--- src/hw/rtl/sequential_list_engine_defines.svh ---
// Assertion macros for the list engine RTL.
`ifndef SEQUENTIAL_LIST_ENGINE_DEFINES_SVH
`define SEQUENTIAL_LIST_ENGINE_DEFINES_SVH

// Same-cycle implication, sampled on clk, quiet while rst is high.
`define SLE_ASSERT_NOW(lbl, ante, cons, msg) \
  lbl: assert property (@(posedge clk) disable iff (rst) (ante) |-> (cons)) else $error(msg);

// Next-cycle implication, sampled on clk, quiet while rst is high.
`define SLE_ASSERT_NEXT(lbl, ante, cons, msg) \
  lbl: assert property (@(posedge clk) disable iff (rst) (ante) |=> (cons)) else $error(msg);

`endif

--- src/hw/rtl/sle_pkg.sv ---
// Shared types and codes for the list engine.
`timescale 1ns / 1ps
package sle_pkg;

  localparam int VALUE_W    = 32;
  localparam int SCAN_GROUP = 8;

  typedef enum logic [2:0] {
    REQ_PUSH_BACK  = 3'd0,
    REQ_PUSH_FRONT = 3'd1,
    REQ_POP_BACK   = 3'd2,
    REQ_POP_FRONT  = 3'd3,
    REQ_INSERT     = 3'd4,
    REQ_ERASE      = 3'd5,
    REQ_FIND       = 3'd6
  } req_t;

  typedef enum logic [1:0] {
    ST_OK   = 2'd0,
    ST_FULL = 2'd1,
    ST_BAD  = 2'd2,
    ST_MISS = 2'd3
  } status_t;

  typedef enum logic [1:0] {
    CELL_HOLD   = 2'd0,
    CELL_INSERT = 2'd1,
    CELL_REMOVE = 2'd2,
    CELL_FIND   = 2'd3
  } cell_op_t;

  typedef struct packed {
    cell_op_t           op;
    logic [VALUE_W-1:0] value;
  } cell_ctrl_t;

endpackage

--- src/hw/rtl/sle_cell.sv ---
// One storage cell of the list chain: holds one entry and its match flag.
`timescale 1ns / 1ps
module sle_cell #(
  parameter int IDX = 0,
  parameter int CW  = 7
) (
  input  logic                           clk,
  input  sle_pkg::cell_ctrl_t            ctrl,
  input  logic [CW-1:0]                  pos,
  input  logic [CW-1:0]                  count,
  input  logic [sle_pkg::VALUE_W-1:0]    left_entry,
  input  logic [sle_pkg::VALUE_W-1:0]    right_entry,
  output logic [sle_pkg::VALUE_W-1:0]    entry,
  output logic                           match
);

  localparam logic [CW-1:0] MY_IDX = CW'(IDX);

  // Insert: take the new value at pos, take the left neighbor above it.
  // Remove: take the right neighbor from pos upward.
  always_ff @(posedge clk) begin
    case (ctrl.op)
      sle_pkg::CELL_INSERT: begin
        if (MY_IDX == pos) begin
          entry <= ctrl.value;
        end else if (MY_IDX > pos) begin
          entry <= left_entry;
        end
      end
      sle_pkg::CELL_REMOVE: begin
        if (MY_IDX >= pos) begin
          entry <= right_entry;
        end
      end
      sle_pkg::CELL_FIND: begin
        match <= (entry == ctrl.value) && (MY_IDX < count);
      end
      default: begin
      end
    endcase
  end

endmodule

--- config.mk ---
export PLATFORM = sky130hd
export DESIGN_NAME = sle_cell
export DESIGN_NICKNAME = d
export VERILOG_FILES = /design/src/hw/rtl/sequential_list_engine_defines.svh /design/src/hw/rtl/sle_pkg.sv /design/src/hw/rtl/sle_cell.sv
export SDC_FILE = /design/constraint.sdc
export NUM_CORES = 1
export LEC_CHECK = 0
export ABC_AREA = 1
export BUFFER_PORTS_ARGS = -buffer_cell sky130_fd_sc_hd__buf_2
export CAP_MARGIN = 20
export CORE_MARGIN = 5
export CORE_UTILIZATION = 47
export DETAILED_ROUTE_END_ITERATION = 10
export PLACE_DENSITY = 0.87
export SYNTH_ARGS = -nofsm -noshare
export SYNTH_HDL_FRONTEND = slang
export SYNTH_SLANG_ARGS = --single-unit
--- constraint.sdc ---
create_clock -name clk -period 4.3 [get_ports clk]
set_input_delay 0.645 -clock clk [delete_from_list [all_inputs] [get_ports clk]]
set_output_delay 0.645 -clock clk [all_outputs]
set_load 0.01 [all_outputs]
# [After elaboration in Yosys (flattened, before gate mapping)]
# Cells that the tools add are included.
[classes] bitwise_logic=0 n_addsub=0 reduce_logical=4 n_div=0 multipliers=0 shift=0 n_mux=4 n_eq_ne=6 n_lt_le_gt_ge=3
[ops] op="32-bit 2-to-1 mux" n=3
[ops] op="32-bit case mux with 2 select lines" n=1
[ops] op="32-bit equality test" n=1
[ops] op="1-bit by 7-bit greater-or-equal comparator with 1-bit output (first input constant)" n=1
[ops] op="1-bit by 7-bit > comparator with 1-bit output (first input constant)" n=1
[ops] op="7-bit logical NOT" n=1
[ops] op="1-bit by 7-bit < comparator with 1-bit output (first input constant)" n=1
[ops] op="2-bit equality test (second input constant)" n=2
[ops] op="3-bit inequality test (second input constant)" n=1
[ops] op="3-bit AND reduction" n=1
[ops] op="2-bit by 1-bit equality test with 1-bit output (second input constant)" n=1
[ops] op="2-bit inequality test (second input constant)" n=1
[ops] op="2-bit nonzero test" n=1
[ops] op="1-bit logical AND" n=1
[totals] romBits=0 latch_bits=0 elab_cells=19 in_bits=113 mem_bits_rw=0 output_inout_bits=33 regBits=33 memories=0

# [Logic depth before layout (Yosys ltp)]
[logic_depth] ltp_word=4 mapped_depth=8 mapped_depth_nobuf=8

# [Least setup slack after synthesis]
# Ideal clock, no wire load.
[synth_path] kind="input to register" from="input port pos[5]" to="register entry[0] (netlist name), enable pin" path_slack_ps=1396 n_path_buf=1 cell_stages=6 arrival_ps=2488 setup_ps=416 cell_sequence="nor2_1 > nand2_1 > nor2_4 > inv_2 > buf_6 > nor3_2"
[synth_via] elab_chain_len=3 elab_cells_between_ends=6 classes_between="order compare: 2; eq/ne: 2; reduce/logical: 2"
[synth_rtl] element="start: declaration" line="sle_cell.sv:9" source="input logic [CW-1:0] pos,"
[synth_rtl] element="1-bit by 7-bit > comparator with 1-bit output (tied with other cells)" line="sle_cell.sv:26" source="end else if (MY_IDX > pos) begin"
[synth_rtl] element="3-bit inequality test (no line) / 2-bit inequality test (equally long branches)"
[synth_rtl] element="3-bit AND reduction (no line) (*)"
[synth_rtl] element="end signal: assignment" line="sle_cell.sv:25" source="entry <= ctrl.value;"
[synth_rtl] element="end signal: assignment" line="sle_cell.sv:27" source="entry <= left_entry;"
[synth_rtl] element="end signal: assignment" line="sle_cell.sv:32" source="entry <= right_entry;"
[synth_rtl] element="end: declaration" line="sle_cell.sv:13" source="output logic [sle_pkg::VALUE_W-1:0] entry,"
# Mark *: on every way between the ends. The rest lies on a longest branch, timed or not.
# A chain may end at the register's enable or synchronous reset.

# [Final worst setup path]
[layout_path] from="input port pos[5]" to="register entry[12] (netlist name), enable pin"
# The elaborated chain is that of the path after synthesis.

==> impl_metrics.yaml <==
setup_path:
  cp.required_ns: 4.23
  rr_startpoint: "entry[2]"
  path_class: "in2reg"
  cp_slowest_cell: "nor2_4"
  cp_max_fo: 33
  slowest_delay_ns: 0.62
  start_kind: "primary input"
  r2r_end: "match"
  r2r_cells: 6
  cp.arrival_ns: 2.67
  worstPathCellList: "buf_2 -> nor2_1 -> nand2_1 -> nor2_4 -> inv_2 -> nor3_4 -> buf_4"
  r2r_slack_ns: 3.13
  crit_path_end_kind: "register"
sta:
  worst_slew_pin_slew_ns: 1.05
  holdWs_ns: 0.677
  slew_headroom_pct: 29.9
  tns_ns: 0
  fin_crit_sh_pct: 63.7
  fmax_mhz: 365
  clock_skew_ns: 0.00619
  hold_violations: 0
  finalMaxSlewViolations: 0
  rsz0062_at_grt: "no"
  period_minus_slack_ns: 2.74
  setup_viol: 0
  worst_slack_ns: 1.56
die:
  num_rows: 25
  die_h_um: 80.6
  die_area_um2: 6490
  core_area_um2: 4790
  ios: 146
  initial_utilization_pct: 48.9
  die_x_um: 80.6
final_layout:
  layout-drive-gt1-share_pct: 35.1
  nets: 579
  final_util_pct: 65.6
  area_growth_pct: 34.2
  final_common_cell: "buf_2"
  regArea_um2: 991
  multi_input_area_um2: 1110
  nFillCells: 442
  insertedDiodeCount: 0
  final_cell_mix: "145 x buf_2, 97 x nand2_1, 57 x a21oi_1"
grt:
  antenna_found_initial: 0
  grt_pass1_wl_mm: 10.9
  grt_pass1_vias: 2560
  grt_usage_pct: 21.6
  grt_max_degree: 34
  grt.overflow.total: 0
cts:
  cts.sinks: 33
  clock_latency_ns: 0.28
  cts_hold_buf: 0
  clkTransAtPathRegs_ns: 0.07
  cts-root-buf: "clkbuf_8"
  cts_buffers: 5
  postCtsSetupBuffers: 0
  tritoncts: "built"
  post_cts_resized: 0
  htreeDepth: 2
  ctsLongestPathBuffers: 2
detailed_routing:
  dr.pass1.iters: 5
  drt_iter0_drc: 110
  drc: 0
  viasPerCell: 4.84
  drtAntennaViolNets: 0
  drt_wl_total_mm: 7.04
  vias: 2573
  routedWlPerCell_um: 13.2
synth:
  ys_seq_area_share_pct: 42.4
  syn_avg_cell_area_um2: 7.20
  synthTopCellsByArea: "edfxtp_1 42%, nand2_1 16%, a21oi_1 12%, nor2_1 8.8%, inv_1 6.3%"
  synth_top_area_share_pct: 42.4
  synth_edf_count: 33
  yosys_warnings: 0
  synth_top_cell_by_area: "edfxtp_1"
  ys.flop_type: "edfxtp_1"
  ys_seq_elements: 33
  synth_area_um2: 2340
  syn-instance-count: 325
  yosysUniqueCellTypes: 16
  async_reset_ff_share_pct: 0
  synth_nets: 438
hold_path:
  min_to: "entry[29]"
  hold_path_depth: 3
  hp-class: "in2reg"
  hold_start: "right_entry[29]"
run_status:
  outcome: "finished, final reports clean"
placement:
  place.gp.congestion: 0.846
  pre_cts_ws_ns: 1.26
  hpwlAfterDp_mm: 5.40
  port_buffers: 145
job:
  drv_cap: 0
power_and_ir_drop:
  cellLeakagePower_nw: 1.66
  power.density_nw_per_um2: 226
  ir_worst_vdd_mv: 0.163
## final cells by class
cell class | instances | area share [%]
tap | 67 | 2.67
sequential | 33 | 31.6
inverter | 40 | 4.78
multi-input combinational | 240 | 35.3
clock buffer | 5 | 2.19
timing repair buffer | 146 | 23.4
clock inverter | 1 | 0.159
## worst max-delay path: cells and delay by family
kind / cells / cell delay, ns
AND/OR/NAND/NOR: 4 / 1.01
buffers and inverters: 3 / 0.99
## Yosys cell counts, types with 2 or more instances
master	instances
nand2_1	97
a21oi_1	57
nor2_1	55
inv_1	39
edfxtp_1	33
xnor2_1	12
a21oi_2	7
buf_2	6
buf_6	6
o21ai_0	5
nand3_1	2
nor2_4	2
## sequential cells by signal, summed over array words and instances (netlist names)
register	count
match	1
entry	32
## per-layer routing
metal | global-route usage [%] | vias to the layer above | routed length [um] | share of wire, %
li1 | - | 1312 | - | -
met1 | 22.7 | 1129 | 2610 | 37
met2 | 40.6 | 121 | 3600 | 51
met3 | 7.51 | 11 | 724 | 10
met4 | 5.74 | 0 | 112 | 1.6
met5 | 0 | - | 0 | 0
## through the flow
| stage | total power, mW | cells | instance area [um2] |
|---|---|---|---|
| floorplan | 0.434 | 325 | 2340 |
| global placement | 0.500 | 526 | 3070 |
| detailed placement | 0.504 | 526 | 3070 |
| CTS | 0.716 | 532 | 3140 |
| global route | 0.744 | 532 | 3140 |
| finish | 0.711 | 532 | 3140 |
## worst max path at each step
stage,cells past startpoint,from,to
after floorplan,6,pos[5],entry[0]
after global routing,7,pos[3],entry[14]
final,7,pos[5],entry[12]
after detailed placement,7,pos[5],entry[20]
after CTS,7,pos[5],entry[12]
after global placement,7,pos[5],entry[2]
## power by group
group	total (mW)	internal, mW	switching, mW
clock	0.213	0.106	0.107
sequential	0.359	0.358	0.000884
combinational	0.138	0.0683	0.0697
total	0.711	0.533	0.177
## cell families after synthesis
| group | synth area share [%] |
|---|---|
| buffers and inverters | 10.6 |
| xor gates and xnor gates | 4.49 |
| DFF | 42.4 |
| and+or+nand+nor | 26.7 |
| AOI/OAI and AO/OA | 15.9 |
Power figures use the tool's default switching activity.
