## src/hw/rtl/sequential_list_engine_defines.svh

```systemverilog
// Assertion macros for the list engine RTL.
`ifndef SEQUENTIAL_LIST_ENGINE_DEFINES_SVH
`define SEQUENTIAL_LIST_ENGINE_DEFINES_SVH

// Same-cycle implication, sampled on clk, quiet while rst is high.
`define SLE_ASSERT_NOW(lbl, ante, cons, msg) \
  lbl: assert property (@(posedge clk) disable iff (rst) (ante) |-> (cons)) else $error(msg);

// Next-cycle implication, sampled on clk, quiet while rst is high.
`define SLE_ASSERT_NEXT(lbl, ante, cons, msg) \
  lbl: assert property (@(posedge clk) disable iff (rst) (ante) |=> (cons)) else $error(msg);

`endif

```

## src/hw/rtl/sle_pkg.sv

```systemverilog
// Shared types and codes for the list engine.
`timescale 1ns / 1ps
package sle_pkg;

  localparam int VALUE_W    = 32;
  localparam int SCAN_GROUP = 8;

  typedef enum logic [2:0] {
    REQ_PUSH_BACK  = 3'd0,
    REQ_PUSH_FRONT = 3'd1,
    REQ_POP_BACK   = 3'd2,
    REQ_POP_FRONT  = 3'd3,
    REQ_INSERT     = 3'd4,
    REQ_ERASE      = 3'd5,
    REQ_FIND       = 3'd6
  } req_t;

  typedef enum logic [1:0] {
    ST_OK   = 2'd0,
    ST_FULL = 2'd1,
    ST_BAD  = 2'd2,
    ST_MISS = 2'd3
  } status_t;

  typedef enum logic [1:0] {
    CELL_HOLD   = 2'd0,
    CELL_INSERT = 2'd1,
    CELL_REMOVE = 2'd2,
    CELL_FIND   = 2'd3
  } cell_op_t;

  typedef struct packed {
    cell_op_t           op;
    logic [VALUE_W-1:0] value;
  } cell_ctrl_t;

endpackage

```

## src/hw/rtl/sle_scan.sv

```systemverilog
// Lowest-index search over the registered match flags, one group per cycle.
`timescale 1ns / 1ps
module sle_scan #(
  parameter int DEPTH = 64
) (
  input  logic                       clk,
  input  logic                       rst,
  input  logic                       start,
  input  logic [DEPTH-1:0]           match,
  output logic                       done,
  output logic                       hit,
  output logic [$clog2(DEPTH)-1:0]   index
);

  localparam int NG   = (DEPTH + sle_pkg::SCAN_GROUP - 1) / sle_pkg::SCAN_GROUP;
  localparam int GW   = (NG > 1) ? $clog2(NG) : 1;
  localparam int GSH  = $clog2(sle_pkg::SCAN_GROUP);
  localparam int IW   = $clog2(DEPTH);
  localparam int PADW = NG * sle_pkg::SCAN_GROUP;

  logic                           busy;
  logic [GW-1:0]                  grp;
  logic [PADW-1:0]                padded;
  logic [sle_pkg::SCAN_GROUP-1:0] grp_bits;
  logic [GSH-1:0]                 local_idx;

  assign padded   = PADW'(match);
  assign grp_bits = padded[grp * sle_pkg::SCAN_GROUP +: sle_pkg::SCAN_GROUP];

  always_comb begin
    local_idx = '0;
    for (int k = sle_pkg::SCAN_GROUP - 1; k >= 0; k--) begin
      if (grp_bits[k]) begin
        local_idx = GSH'(k);
      end
    end
  end

  assign hit   = |grp_bits;
  assign done  = busy && (hit || (grp == GW'(NG - 1)));
  assign index = IW'({grp, local_idx});

  always_ff @(posedge clk) begin
    if (rst) begin
      busy <= 1'b0;
      grp  <= '0;
    end else if (start) begin
      busy <= 1'b1;
      grp  <= '0;
    end else if (done) begin
      busy <= 1'b0;
    end else if (busy) begin
      grp <= grp + GW'(1);
    end
  end

endmodule
```

## config.mk

```make
export PLATFORM = sky130hd
export DESIGN_NAME = sle_scan
export DESIGN_NICKNAME = d
export VERILOG_FILES = /design/src/hw/rtl/sequential_list_engine_defines.svh /design/src/hw/rtl/sle_pkg.sv /design/src/hw/rtl/sle_scan.sv
export SDC_FILE = /design/constraint.sdc
export NUM_CORES = 1
export LEC_CHECK = 0
export BUFFER_PORTS_ARGS = -buffer_cell sky130_fd_sc_hd__buf_2
export CORE_MARGIN = 10
export CORE_UTILIZATION = 35
export DETAILED_ROUTE_END_ITERATION = 12
export PLACE_DENSITY = 0.76
export SLEW_MARGIN = 20
export SYNTH_ARGS = -nofsm -noshare
export SYNTH_HDL_FRONTEND = slang
export SYNTH_SLANG_ARGS = --single-unit
```

## constraint.sdc

```tcl
create_clock -name clk -period 2.42 [get_ports clk]
set_input_delay 0.242 -clock clk [delete_from_list [all_inputs] [get_ports clk]]
set_output_delay 0.242 -clock clk [all_outputs]
set_load 0.02 [all_outputs]
```

==> Word level (Yosys, flattened, before mapping) <==
Index checks and enable logic that the tools add are counted.
{ "op_classes": {"eq_ne": 1, "n_reduce_logical": 6, "n_shift": 1, "bitwise": 1, "n_addsub": 1, "mux": 10} }
{ "op_table": {"columns": ["operator", "count"], "rows": [
  ["$shiftx A64 B7 Y8", 1],
  ["$mux W3", 8],
  ["$reduce_or A8 Y1", 1],
  ["$add A3 B1 Y3 const B", 1],
  ["$eq A3 B3 Y1 const B", 1],
  ["$mux W1", 2],
  ["$reduce_and A2 Y1", 1],
  ["$reduce_bool A2 Y1", 1],
  ["$reduce_or A2 Y1", 1],
  ["$logic_and A1 B1 Y1", 1],
  ["$logic_or A1 B1 Y1", 1],
  ["$not A1 Y1", 1]
]} }
{ "totals": {"in_bits": 67, "word_cells": 22, "output_inout_bits": 8, "register_bits": 4} }

==> Logic depth before layout (Yosys ltp) <==
{ "logic_depth": {"word_depth": 9, "ltp_mapped": 8, "depth_no_buf": 6} }

==> Worst setup path after synthesis <==
No wires, ideal clock.
{ "synth_timing": {"path_type": "reg2out", "from": "register grp[2]", "to": "output index[0]", "n_path_buf": 3, "slack_ps": 100, "arrival_time_ps": 2078, "required_time_ps": 2178, "stages_incl_launch_ff": 7, "path_cell_list": "dfxtp_1 buf_2 buf_2 buf_1 a21oi_1 mux4_2 o221ai_1"} }
{ "synth_between": {"elab_chain_cells": 9} }
{ "synth_rtl": {"columns": ["element", "line", "rtl"], "rows": [
  ["start, declared", "sle_scan.sv:22", "logic [GW-1:0] grp;"],
  ["start signal, assigned", "sle_scan.sv:53", "grp <= grp + GW'(1);"],
  ["$shiftx A64 B7 Y8 *", "sle_scan.sv:28", "assign grp_bits = padded[grp * sle_pkg::SCAN_GROUP +: sle_pkg::SCAN_GROUP];"],
  ["$mux W3 (7 in a row)", "sle_scan.sv:33", "if (grp_bits[k]) begin"],
  ["$mux W3 *", "sle_scan.sv:33", null],
  ["end, declared", "sle_scan.sv:12", "output logic [$clog2(DEPTH)-1:0] index"]
]} }
Mark *: on every way between the ends. The rest lies on a longest branch, timed or not.

==> Final worst setup path <==
{ "layout_timing": {"from": "register grp[0]", "to": "output index[0]"} }
Same word-level chain as after synthesis.

==> qor.yml <==
final_util: 0.5380
maxSlewViolCount: 0
ys_seq_area_frac: 0.07843
period_share: 0.9453
finalHoldViolations: 0
rsz0062_at_grt: "false"
viasPerCell: 5.425
ctsRootBufferMaster: "clkbuf_4"
synth.avg_cell_area_um2: 8.369
yosys_warnings: 0
routed_wl_mm: 3.576
setup_viol: 0
hold_class: "input pin to register"
p_per_area_nw_per_um2: 186.5
first_iter_violations: 34
maxCapViolations: 0
synth_seq_cells: 4
fp.dieH_um: 74.01
grt-ovfl-total: 0
met2_length_mm: 1.878
gp_congestion: 0.8985
period_needed_ps: 2288
multi_input_area_um2: 892.1
synth_cell_type_count: 39
cp-start-kind: "register"
groute.usage.overall: 0.1249
layout_commonest_cell: "buf_2"
tns_ps: 0
max_freq_ghz: 0.4371
cts_hold_buf: 0
antenna_found_initial: 0
end_kind: "output pin"
arrival_ps: 2050
dieArea_um2: 5477
port_buffers: 74
cts_buffers: 3
fp-row-count: 19
wl_met1_mm: 1.394
total_leakage_power_nw: 0.6393
layout.nets: 268
outcome: "completed"
highest_layer: "met4"
hold-worst-slack_ps: 245.3
drc: 0
drive_gt1_frac: 0.5025
cts_htree_levels: 1
slew_headroom: 0.7212
regArea_um2: 87.58
fp.coreArea_um2: 2781
worst_slew_pin_slew_ps: 417.6
cp.required_ps: 2180
cp_max_fo: 6
syn2layout_area_growth_pct: 46.57
initial_core_util: 0.3671
antenna_cells: 0
die_width_um: 74.01
skew_ps: 7.414
syn-instance-count: 122
critical_path_class: "register to output pin"
io_pins: 75
clk_latency_ps: 240
grt_pass1_vias: 1281
n_fill_cell: 256
grt_max_degree: 38
ant_nets: 0
hpwl_mm: 3.085
netlist_area_um2: 1021
mostFrequentLayoutCells: "73 x buf_2, 19 x mux2i_1, 14 x nand2_1"
synthesis.nets: 191
cts_num_sinks: 4
grt_pass1_wl_mm: 5.616
clock_path_buffers: 2
cts_tree: "done"
vias: 1237
irDropWorstVdd_mv: 0.3028
dr_wl_met3_um: 295
wl_per_cell_um: 15.68
drt_pre_antenna_iters: 4
cts.reportedPaths.clkPinSlew_ps: 40
-- synth_stat cells (all sizes together) --
cell / n / area (um^2)
a211oi: 1 / 7.510
a21boi: 1 / 7.510
a21oi: 4 / 20.02
a22oi: 2 / 15.01
a31oi: 2 / 12.51
and2: 1 / 6.260
and2b: 1 / 7.510
buf: 8 / 45.04
dfxtp: 4 / 80.08
ha: 2 / 25.02
inv: 2 / 7.510
mux2: 1 / 11.26
mux2i: 22 / 245.2
mux4: 5 / 112.6
nand2: 15 / 58.81
nand2b: 1 / 6.260
nand3: 9 / 45.04
nand3b: 1 / 7.510
nand4: 4 / 25.02
nand4b: 1 / 23.77
nor2: 6 / 22.52
nor2b: 2 / 12.51
nor3: 7 / 35.03
nor3b: 5 / 53.80
o2111ai: 1 / 26.28
o21a: 2 / 15.01
o21ai: 5 / 25.02
o21ba: 1 / 10.01
o221ai: 2 / 17.52
o2bb2ai: 1 / 8.760
o32a: 1 / 10.01
o32ai: 1 / 8.760
or3: 1 / 6.260
-- timing repair --
action                     in CTS  in global routing
resized for setup               1                  4
gates cloned                    0                  1
hold endpoints to repair        0                  0
setup endpoints to repair       1                  4
buffers inserted                0                  1
pin swaps                       0                  1
-- cells by family (layout without fill, tap and decap cells) --
| family | count (synthesis) | count (layout) | synth area share |
|---|---|---|---|
| adders and majority gates | 2 | 2 | 0.02451 |
| and+or+nand+nor | 54 | 54 | 0.3039 |
| DFF | 4 | 4 | 0.07843 |
| muxes | 28 | 28 | 0.3615 |
| AOI/OAI and AO/OA | 24 | 24 | 0.1802 |
| buffers and inverters | 10 | 85 | 0.05147 |
-- per-layer routing --
layer  GRT usage  vias to the layer above
met2      0.2301                       40
met3     0.04920                        2
li1            -                      623
met5           0                        -
met4     0.01863                        0
met1      0.1331                      572
-- area by class of cell --
cell class | count | share of cell area
Multi-Input combinational cell | 108 | 0.5962
Timing Repair Buffer | 80 | 0.2993
Sequential cell | 4 | 0.05853
Tap cell | 31 | 0.02592
Clock buffer | 3 | 0.01505
Inverter | 2 | 0.005017
-- power by group --
group	internal (mW)	total [mW]	switching, mW	leakage, nW
registers	0.0649	0.0657	0.000731	0.0341
clock network	0.0556	0.0853	0.0296	0.0138
logic	0.0728	0.128	0.0554	0.591
-- critical path: stages (launching register included) --
cell,delay [ps]
dfxtp_4,390
mux4_2,530
mux2i_4,180
nor2b_1,70
o21a_1,160
a31oi_1,160
o221ai_1,130
buf_4,180
-- per-stage QoR --
stage          std cells  setup WS [ps]  area, um^2  power, mW
2_1_floorplan        122          99.78        1021     0.1253
3_3_place_gp         223          198.6        1429     0.1932
3_5_place_dp         223          209.3        1429     0.1951
4_1_cts              226          42.15        1453     0.2818
5_1_grt              228          1.775        1496     0.3053
6_report             228          132.4        1496     0.2791
-- final timing paths --
path / end / depth (start not counted) / start / slack (ps)
worst min register to register: grp[0]$_SDFFE_PP0P_ / 2 / busy$_SDFFE_PP0P_ / 640
worst min-delay path: busy$_SDFFE_PP0P_ / 2 / start / 250
worst max-delay path: index[0] / 7 / grp[0]$_SDFFE_PP0P_ / 130
worst max register to register: grp[1]$_SDFFE_PP0P_ / 7 / grp[2]$_SDFFE_PP0P_ / 430
-- state kept, by name (all words and copies together) (netlist names) --
| signal | cells |
|---|---|
| busy | 1 |
| grp | 3 |
Note: power is estimated with default switching activity, not from simulation.
